===== src/rtl/core/pid_filtered_derivative_controller_assert.svh =====
// ----------------------------------------------------------------------------
// PID controller assertion macros
// Concurrent assertion forms shared by the controller's RTL.
// ----------------------------------------------------------------------------
`ifndef PID_FILTERED_DERIVATIVE_CONTROLLER_ASSERT_SVH
`define PID_FILTERED_DERIVATIVE_CONTROLLER_ASSERT_SVH

// The condition in one cycle requires the expression in the next cycle.
`define PFD_ASSERT_NEXT(label, clk_sig, rst_sig, cond, expr, msg) \
    label: assert property (@(posedge clk_sig) disable iff (!rst_sig) \
        (cond) |=> (expr)) else $error(msg);

// The condition requires the expression in the same cycle.
`define PFD_ASSERT_NOW(label, clk_sig, rst_sig, cond, expr, msg) \
    label: assert property (@(posedge clk_sig) disable iff (!rst_sig) \
        (cond) |-> (expr)) else $error(msg);

`endif


===== src/rtl/core/pfd_pkg.sv =====
// ----------------------------------------------------------------------------
// PID controller package
// Shared widths, register indexes, configuration type and saturation helpers.
// ----------------------------------------------------------------------------
package pfd_pkg;

    localparam int DATA_W           = 32;
    localparam int WIDE_W           = 64;
    localparam int CFG_IDX_W        = 4;
    localparam int DEF_SAMPLE_WIDTH = 16;
    localparam int DEF_FRAC_BITS    = 16;

    localparam logic [CFG_IDX_W-1:0] REG_KP               = CFG_IDX_W'(0);
    localparam logic [CFG_IDX_W-1:0] REG_INTEG_GAIN       = CFG_IDX_W'(1);
    localparam logic [CFG_IDX_W-1:0] REG_DERIV_GAIN       = CFG_IDX_W'(2);
    localparam logic [CFG_IDX_W-1:0] REG_DERIV_FEEDBACK   = CFG_IDX_W'(3);
    localparam logic [CFG_IDX_W-1:0] REG_OUT_LOW_LIMIT    = CFG_IDX_W'(4);
    localparam logic [CFG_IDX_W-1:0] REG_OUT_HIGH_LIMIT   = CFG_IDX_W'(5);
    localparam logic [CFG_IDX_W-1:0] REG_INTEG_LOW_LIMIT  = CFG_IDX_W'(6);
    localparam logic [CFG_IDX_W-1:0] REG_INTEG_HIGH_LIMIT = CFG_IDX_W'(7);

    typedef logic signed [DATA_W-1:0] word_t;
    typedef logic signed [WIDE_W-1:0] wide_t;

    localparam word_t S32_MAX = 32'sh7fff_ffff;
    localparam word_t S32_MIN = 32'sh8000_0000;

    typedef struct packed {
        word_t kp;
        word_t integ_gain;
        word_t deriv_gain;
        word_t deriv_feedback;
        word_t out_low_limit;
        word_t out_high_limit;
        word_t integ_low_limit;
        word_t integ_high_limit;
    } cfg_t;

    function automatic word_t sat32(input wide_t x);
        word_t r;
        if (x > WIDE_W'(S32_MAX))
        begin
            r = S32_MAX;
        end
        else if (x < WIDE_W'(S32_MIN))
        begin
            r = S32_MIN;
        end
        else
        begin
            r = x[DATA_W-1:0];
        end
        return r;
    endfunction

    // When the limits cross, a value above the high limit gets the high limit and any other value gets the low limit.
    function automatic word_t clamp32(input word_t x, input word_t lo, input word_t hi);
        word_t r;
        if (x > hi)
        begin
            r = hi;
        end
        else if (x < lo)
        begin
            r = lo;
        end
        else
        begin
            r = x;
        end
        return r;
    endfunction

endpackage


===== src/rtl/core/pfd_out.sv =====
// ----------------------------------------------------------------------------
// PID controller output stage
// Sums the three terms, saturates, clamps and registers the drive value.
// ----------------------------------------------------------------------------
module pfd_out import pfd_pkg::*; (
    input  logic  clk,
    input  cfg_t  regs,
    input  logic  advance,
    input  word_t p_term,
    input  word_t integ_acc,
    input  word_t deriv_acc,
    output word_t drive
);

    logic signed [DATA_W+1:0] term_sum;
    word_t                    drive_reg;
    word_t                    drive_next;

    always_comb
    begin
        term_sum   = (DATA_W+2)'(p_term) + (DATA_W+2)'(integ_acc)
                   + (DATA_W+2)'(deriv_acc);
        drive_next = clamp32(sat32(WIDE_W'(term_sum)), regs.out_low_limit,
                             regs.out_high_limit);
    end

    always_ff @(posedge clk)
    begin
        if (advance)
        begin
            drive_reg <= drive_next;
        end
    end

    assign drive = drive_reg;

endmodule


===== config.mk =====
export PLATFORM = sky130hd
export DESIGN_NAME = pfd_out
export DESIGN_NICKNAME = d
export VERILOG_FILES = /design/src/rtl/core/pid_filtered_derivative_controller_assert.svh /design/src/rtl/core/pfd_pkg.sv /design/src/rtl/core/pfd_out.sv
export SDC_FILE = /design/constraint.sdc
export NUM_CORES = 1
export LEC_CHECK = 0
export BUFFER_PORTS_ARGS = -buffer_cell sky130_fd_sc_hd__buf_2
export CAP_MARGIN = 10
export CORE_AREA = 5 5 148 150
export DETAILED_ROUTE_END_ITERATION = 10
export DIE_AREA = 0 0 153 155
export GPL_TIMING_DRIVEN = 0
export SETUP_SLACK_MARGIN = 0.15
export SYNTH_ARGS = -nofsm -noshare
export SYNTH_HDL_FRONTEND = slang
export SYNTH_SLANG_ARGS = --single-unit
export TNS_END_PERCENT = 5

===== constraint.sdc =====
create_clock -name clk -period 8.11 [get_ports clk]
set_clock_uncertainty 0.05 [all_clocks]
set_input_delay 1.2165 -clock clk [delete_from_list [all_inputs] [get_ports clk]]
set_output_delay 1.2165 -clock clk [all_outputs]
set_load 0.01 [all_outputs]

Yosys cells after proc, flatten, opt, wreduce, memory -nomap -nowiden

Index checks and enable logic that the tools add are counted.
W data, S select, Z words.

Equality and inequality tests: 0
Multiplexer cells: 4
Multiply operators: 0
$lt $le $gt $ge: 4
Bitwise operators: 0
Add/subtract/negate cells: 2
Divide/modulo/power cells: 0
Reduce and logical (&&, ||, !) cells: 0
Shift operators: 0

Operator list:

| operator               | number |
|---|---|
| $mux W32               | 4 |
| $add A33 B32 Y34       | 1 |
| $gt A34 B32 Y1 const B | 1 |
| $lt A34 B32 Y1 const B | 1 |
| $add A32 B32 Y33       | 1 |
| $gt A32 B32 Y1         | 1 |
| $lt A32 B32 Y1         | 1 |

Memories kept: 0
Logic and storage cells: 11
RAM bits: 0
Memory bits (read-only): 0
Register bits after elaboration: 32
Output and inout bits: 32
Bits in latches: 0
Input bits: 354

Logic depth before layout (Yosys ltp)

Gate-level depths: netlist of run 1.

Depth in word-level cells: 8
Mapped depth: 27
Mapped depth without buffers: 26

Worst setup path before layout of run 1

No wires, ideal clock.

Path type: input -> register
From: in p_term[1]
To: reg drive_reg[10], in the netlist drive[10] (data pin)
Setup slack: 1.072 ns
Stages on the path: 26
Buffers on the path: 2
Required time: 7.782 ns
Data arrival time: 6.710 ns
Setup time: 0.278 ns
Cell sequence: inv_1 -> fa_1 -> inv_1 -> ha_1 -> inv_1 -> fa_1 -> nand2b_1 -> a21o_1 -> a31o_2 -> a41oi_2 -> a2111oi_2 -> a311o_2 -> o21a_1 -> clkbuf_1 -> o21ai_0 -> ha_1 -> a21o_1 -> a21o_1 -> a211oi_1 -> o21ai_0 -> a211oi_1 -> o211a_1 -> mux2i_1 -> nor2_1 -> clkbuf_1 -> o31ai_2

Longest elaborated chain between the ends: 8
Elaborated cells between the ends (all ways): 10
Classes of those cells: add/sub (2); order compare (4); mux (4)

RTL lines:

| element                | line          | source |
|---|---|---|
| start: declaration     | pfd_out.sv:9  | `input word_t p_term,` |
| $add A32 B32 Y33 (*)   | pfd_out.sv:21 | `term_sum = (DATA_W+2)'(p_term) + (DATA_W+2)'(integ_acc)` |
| $add A33 B32 Y34 (*)   | pfd_out.sv:22 | `+ (DATA_W+2)'(deriv_acc);` |
| $lt A34 B32 Y1         | pfd_pkg.sv:45 | `else if (x < WIDE_W'(S32_MIN))` |
| $mux W32               | pfd_pkg.sv:45 |  |
| $mux W32 (*)           | pfd_pkg.sv:41 | `if (x > WIDE_W'(S32_MAX))` |
| $lt A32 B32 Y1         | pfd_pkg.sv:63 | `else if (x < lo)` |
| $mux W32               | pfd_pkg.sv:63 |  |
| $mux W32 (*)           | pfd_pkg.sv:59 | `if (x > hi)` |
| net drive_next[10]     | pfd_out.sv:17 | `word_t drive_next;` |
| end signal: assignment | pfd_out.sv:31 | `drive_reg <= drive_next;` |
| end: declaration       | pfd_out.sv:16 | `word_t drive_reg;` |

The timed path passes the listed nets; every way through them passes the cells marked *.
A chain may end at the register's enable or synchronous reset.

Final worst setup path of run 1

From: in p_term[1]
To: reg drive_reg[1], in the netlist drive[1] (data pin)

The elaborated chain is that of the path after synthesis.

==> metrics.csv, run 1 <==
metric;value;unit
finalSetupViolCount;0;
multi_input_area;4950;sq um
post_route_cells_drive_above_1_share;0.297;
pin_count;386;
final_max_slew_viol_count;0;
post-route-drc-count;0;
count_of_mapped_cells_out_of_synthesis;738;
max_reg_flops;32;
max_stage_delay;470;ps
seq_area_frac_synth;0.151;
required;8140;ps
hold_viol_final;0;
rows;53;
synth.net_count;1220;
synth.top_cells.by_area;sky130_fd_sc_hd__ha_1, sky130_fd_sc_hd__edfxtp_1, sky130_fd_sc_hd__fa_1, sky130_fd_sc_hd__o31ai_2, sky130_fd_sc_hd__inv_1;
clkSinkCount;32;
fmaxAchievable;131;MHz
pin_count_of_the_biggest_net_entering_global_routing;33;
tritoncts_buffer_count;5;
global_route.overflow_total;0;
post_synth_instance_area;6340;sq um
yosys.area.top_type;sky130_fd_sc_hd__ha_1;
finalCritPeriodShare;0.938;
drt_pass1_iterations;5;
fp.dieArea;23700;sq um
detail_route.iter0.violations;393;
layout-area-overhead-vs-synth;23.5;%
core_area;20600;sq um
ir_drop;0.000146;V
post_synth_num_cell_types;61;
worst_slew_margin_rel;0.487;
routed_wirelength;20.8;mm
fin_nets;1420;
post-synth-top-count-cell;sky130_fd_sc_hd__ha_1;
critPathSlowestCell;sky130_fd_sc_hd__fa_1;
clockRootBuffer;sky130_fd_sc_hd__clkbuf_16;
cts_max_path_buffers;2;
fillers;2203;
die_w;153;um
first_pass_grt_wire_length;32.7;mm
synth_top_cells_by_count;sky130_fd_sc_hd__ha_1, sky130_fd_sc_hd__inv_1, sky130_fd_sc_hd__nand2_1, sky130_fd_sc_hd__o21ai_0, sky130_fd_sc_hd__a21oi_1;
grt_use_total;0.169;
postSynthRegisterBits;32;
tns;0;ps
critPathMostFrequentCell;sky130_fd_sc_hd__a21o_1;
via_count_of_the_first_global_routing_pass;6398;
port_buffers;193;
synth_edf_count;32;
async_s_r_ff_share_synth;0;
post_synth.cell_area_avg;8.60;sq um
crit_type;primary input to flip-flop;
leakagePower;3.76;nW
cap_violations;0;
final_cells;1215;
number_of_antenna_violations_at_the_first_check_in_global_routing;8;
clock_period_minus_worst_slack;7610;ps
critPathArrivalTime;7630;ps
detail_route.vias_per_cell;5.20;
setup_repair_after_global_routing_missed_its_margin;true;
gp_congestion;0.896;
floorplan.die.height;155;um
hold_buffers;0;
critical_path_buf_inv_count;6;
sequential_cell_area;961;sq um
htree_num_levels;2;
worst_pin_slew;769;ps
critPathLaunchType;primary input;
yosys_warnings;0;
critical_path.max_fanout;10;
place.detailed.instances;1206;
antenna_left;0;
hold_path_class;primary input to flip-flop;
path_delay_family;compound AO/OA/AOI/OAI gates;
tritoncts;built;
synth_top_flop_cell;sky130_fd_sc_hd__edfxtp_1;
path_clk_slew;60;ps
place.detailed.hpwl;17.9;mm
route.detailed.wl_per_inst;17.1;um
worstSetupEndpointType;flip-flop;
netlist.area_leader.share;0.187;
routed-via-count;6323;
powerDensity;281;nW/um^2
result_of_the_run;finished, final reports clean;
floorplan.initialDensity;0.309;
[where the power goes]
| group | switching, W | total (W) | leakage (nW) | internal (W) |
|---|---|---|---|---|
| clock network | 0.0000729 | 0.000186 | 0.0736 | 0.000113 |
| registers | 0.0000140 | 0.000295 | 0.313 | 0.000281 |
| logic | 0.00104 | 0.00172 | 3.37 | 0.000680 |
| total | 0.00113 | 0.00220 | 3.76 | 0.00107 |
[cell families after synthesis]
group | after synthesis | synth area share
xor+xnor | 27 | 0.0385
mux | 2 | 0.00335
flops | 32 | 0.151
buf+inv | 114 | 0.0712
compound gates | 267 | 0.308
fa+ha+maj | 128 | 0.292
simple gates | 168 | 0.136
[final timing paths]
| check | startpoint | end | slack [ps] | depth (start not counted) |
|---|---|---|---|---|
| worst min-delay path | regs[89] | drive[25] | 1180 | 3 |
| worst max-delay path | p_term[1] | drive[1] | 500 | 28 |
[layout make-up]
| class | count | area share |
|---|---|---|
| Multi-Input combinational cell | 592 | 0.632 |
| Timing Repair Buffer | 193 | 0.123 |
| Sequential cell | 32 | 0.123 |
| Tap cell | 275 | 0.0439 |
| Inverter | 79 | 0.0378 |
| Buffer | 35 | 0.0217 |
| Clock buffer | 5 | 0.0160 |
| Clock inverter | 3 | 0.00240 |
| Antenna cell | 1 | 0.000319 |
[per-layer routing]
layer | GRT usage | share of wire | vias to the layer above
met5 | 0 | 0.0047 | -
met4 | 0.0348 | 0.014 | 14
met3 | 0.0323 | 0.067 | 28
met2 | 0.281 | 0.46 | 197
met1 | 0.231 | 0.46 | 2900
li1 | - | - | 3184
[what timing repair did]
action	CTS	global route
setup endpoints to repair	30	31
buffers inserted	0	0
cloned	0	0
resized for setup	4	27
[cells in the final DEF, fill, tap and decap left out, drive strengths merged, types with 2 or more instances in the layout]
master and instances:
a21oi 48, nor4 32, nand2b 7, edfxtp 32
xor2 9, and4 2, ha 95, xnor2 18
a221o 4, nand4 17, o21a 9, and3 7
o211a 2, nor2 19, a41oi 3, inv 79
o21ai 56, a211oi 9, o21bai 6, nand2 58
clkinv 3, o211ai 12, or3 3, a41o 2
fa 33, o31ai 31, a311o 2, and2 3
clkbuf 26, a21o 35, buf 207, nand3 4
nor3 4, a31o 4, nor2b 9, a31oi 36
[through the flow]
step | util | power [W] | setup slack, ps | hold slack (ps) | instance area, sq um
2_1_floorplan | - | 0.00151 | 1070 | 1280 | 6340
3_3_place_gp | 0.372 | 0.00198 | -337 | 1470 | 7650
3_5_place_dp | 0.372 | 0.00200 | -379 | 1470 | 7650
4_1_cts | 0.380 | 0.00220 | 153 | 1170 | 7810
5_1_grt | 0.381 | 0.00243 | 119 | 1200 | 7840
6_report | 0.381 | 0.00220 | 505 | 1180 | 7840
No activity file was read; power rests on OpenSTA's default activity.
==> run 2, diff against run 1 <==
- BUFFER_PORTS_ARGS: -buffer_cell sky130_fd_sc_hd__buf_2 -> unset
- CORE_AREA: 5 5 148 150 -> 5 5 154 156
- DIE_AREA: 0 0 153 155 -> 0 0 159 161
- DONT_BUFFER_PORTS: unset -> 1
- RECOVER_POWER: unset -> 50
==> run 2 against run 1 <==
First-iteration DRC count shrank 28%. Maximum frequency grew 0.54%. Power decreased by 4.1%. Cell count shrank 15%. Global-route usage down 1.3 points. Count of clock-buffer cells in the layout is the same. Die area rose by 7.9%. Sequential share of layout area grew 1.7 points. Critical endpoint is now drive[3]. Largest power group unchanged.
==> metrics.csv, run 2 (synthesis gave the netlist of run 1 again) <==
metric;value;unit;change
finalInstanceArea;6860;sq um;-12%
routed_wirelength;20.8;mm;+0.22%
pin_count_of_the_biggest_net_entering_global_routing;33;;unchanged
htree_num_levels;2;;unchanged
grt_use_total;0.156;;-0.0127
port_buffers;0;;-100%
layout-area-overhead-vs-synth;8.15;%;
floorplan.die.height;161;um;+3.9%
post_route_cells_drive_above_1_share;0.106;;-0.191
die_w;159;um;+3.9%
cap_violations;0;;unchanged
pin_count;386;;unchanged
hold_viol_final;0;;unchanged
clkSinkCount;32;;unchanged
tritoncts_buffer_count;5;;unchanged
ir_drop;0.000125;V;-15%
drt_pass1_iterations;7;;+2
result_of_the_run;finished, final reports clean;;
place.detailed.instances;1023;;-15%
intPower;0.00100;W;-6.4%
critical_path.max_fanout;10;;unchanged
detail_route.iter0.violations;281;;-28%
finish.utilization;0.309;;-0.0726
required;8170;ps;+30 ps
path_clk_slew;60;ps;about the same
via_count_of_the_first_global_routing_pass;5750;;-10%
antenna_left;0;;unchanged
net-switching-power;0.00111;W;-1.9%
detail_route.vias_per_cell;5.53;;+6.2%
clockRootBuffer;sky130_fd_sc_hd__clkbuf_16;;
worst_pin_slew;775;ps;+6.10 ps
power.sequential.fraction;0.165;;+0.031
sw_frac_of_total;0.524;;+0.0116
max_stage_delay;660;ps;+190 ps
fin_nets;1227;;-14%
number_of_antenna_violations_at_the_first_check_in_global_routing;2;;-6
tritoncts;built;;
comb_power_share;0.743;;-0.039
hold_buffers;0;;unchanged
fmaxAchievable;132;MHz;+0.54%
final_cell_mix;sky130_fd_sc_hd__ha_1, sky130_fd_sc_hd__inv_1, sky130_fd_sc_hd__nand2_1;;
critPathSlowestCell;sky130_fd_sc_hd__o21ai_0;;
place_ws;-205;ps;+174 ps
gp_congestion;0.866;;-3.3%
routed-via-count;5697;;-9.9%
worst_slew_margin_rel;0.478;;-0.00953
floorplan.initialDensity;0.285;;-0.0232
setup_repair_after_global_routing_missed_its_margin;true;;
placement.cell_area;6700;sq um;-12%
final_common_cell;sky130_fd_sc_hd__ha_1;;
final_max_slew_viol_count;0;;unchanged
crit_type;primary input to flip-flop;;
finalCritPeriodShare;0.933;;-0.00506
max_reg_flops;32;;unchanged
critPathLaunchType;primary input;;
num_antenna_cells;0;;-1
power_frac_clock;0.092;;+0.008
core_area;22200;sq um;+8.1%
fin_worst_hold_slack;985;ps;-191 ps
final_cells;1031;;-15%
post-route-drc-count;0;;unchanged
powerDensity;308;nW/um^2;+9.5%
finalSetupViolCount;0;;unchanged
global_route.overflow_total;0;;unchanged
clock_period_minus_worst_slack;7560;ps;-41.0 ps
critical_path_buf_inv_count;5;;-1
hold_path_class;primary input to flip-flop;;
hold_depth;0;;-3
leakagePower;2.98;nW;-21%
depth_of_the_critical_timing_path_with_buffers_and_inverters_included;27;;-3.6%
path_delay_family;compound AO/OA/AOI/OAI gates;;
place.detailed.hpwl;17.8;mm;-0.29%
critPathMostFrequentCell;sky130_fd_sc_hd__inv_1;;
route.detailed.wl_per_inst;20.2;um;+18%
rows;55;;+3.8%
critPathArrivalTime;7620;ps;about the same
worstSetupEndpointType;flip-flop;;
postLayoutSetupSlackWorst;546;ps;+41.0 ps
cts_max_path_buffers;2;;unchanged
first_pass_grt_wire_length;32.0;mm;-2.0%
fp.dieArea;25600;sq um;+7.9%
## run 2: changes by cell type in the layout (fill, tap and decap cells not counted)
cell | before | now
sky130_fd_sc_hd__diode_2 | 1 | 0
sky130_fd_sc_hd__o21ai_0 | 44 | 46
sky130_fd_sc_hd__nor4_2 | 0 | 1
sky130_fd_sc_hd__nor4_4 | 1 | 0
sky130_fd_sc_hd__clkbuf_2 | 12 | 6
sky130_fd_sc_hd__o21ai_1 | 10 | 9
sky130_fd_sc_hd__clkbuf_1 | 9 | 15
sky130_fd_sc_hd__buf_2 | 206 | 13
sky130_fd_sc_hd__o21ai_2 | 2 | 1
## run 2: final timing paths
kind / from / to / slack [ps]
worst max-delay path: p_term[1] / drive[3] / 550
worst min-delay path: advance / drive[6] / 990
## run 2: final cells by class
cell class              instances  area, sq um
fillers                      2337        15400
multi-input cells             592         4940
plain buffers                  35          163
clock inverters                 3         18.8
flip-flops and latches         32          961
inverters                      79          297
clock buffers                   5          125
well taps                     285          357
## run 2: metal layers
layer  up-vias  global-route usage  wire [um]
met5         -                   0         13
met4         2              0.0326        293
met3        16              0.0406       1920
met2       219               0.255       9360
met1      2662               0.210       9220
li1       2798                   -          -
## run 2: power by group through the flow
stage                     clock, W  sequential, W  combinational (W)
after floorplan                  0       0.000337            0.00117
after global placement           0       0.000354            0.00153
after detailed placement         0       0.000357            0.00155
after CTS                 0.000200       0.000353            0.00156
after global routing      0.000203       0.000355            0.00177
final                     0.000195       0.000349            0.00157
## run 2: what timing repair did
| action | CTS | global route |
|---|---|---|
| gates resized for setup | 1 | 15 |
| buffers inserted | 0 | 0 |
| setup endpoints to repair | 30 | 31 |
## run 2: per-stage QoR
| step | power (W) | setup TNS, ps |
|---|---|---|
| 2_1_floorplan | 0.00151 | 0 |
| 3_3_place_gp | 0.00189 | -5500 |
| 3_5_place_dp | 0.00191 | -4600 |
| 4_1_cts | 0.00212 | 0 |
| 5_1_grt | 0.00233 | 0 |
| 6_report | 0.00211 | 0 |
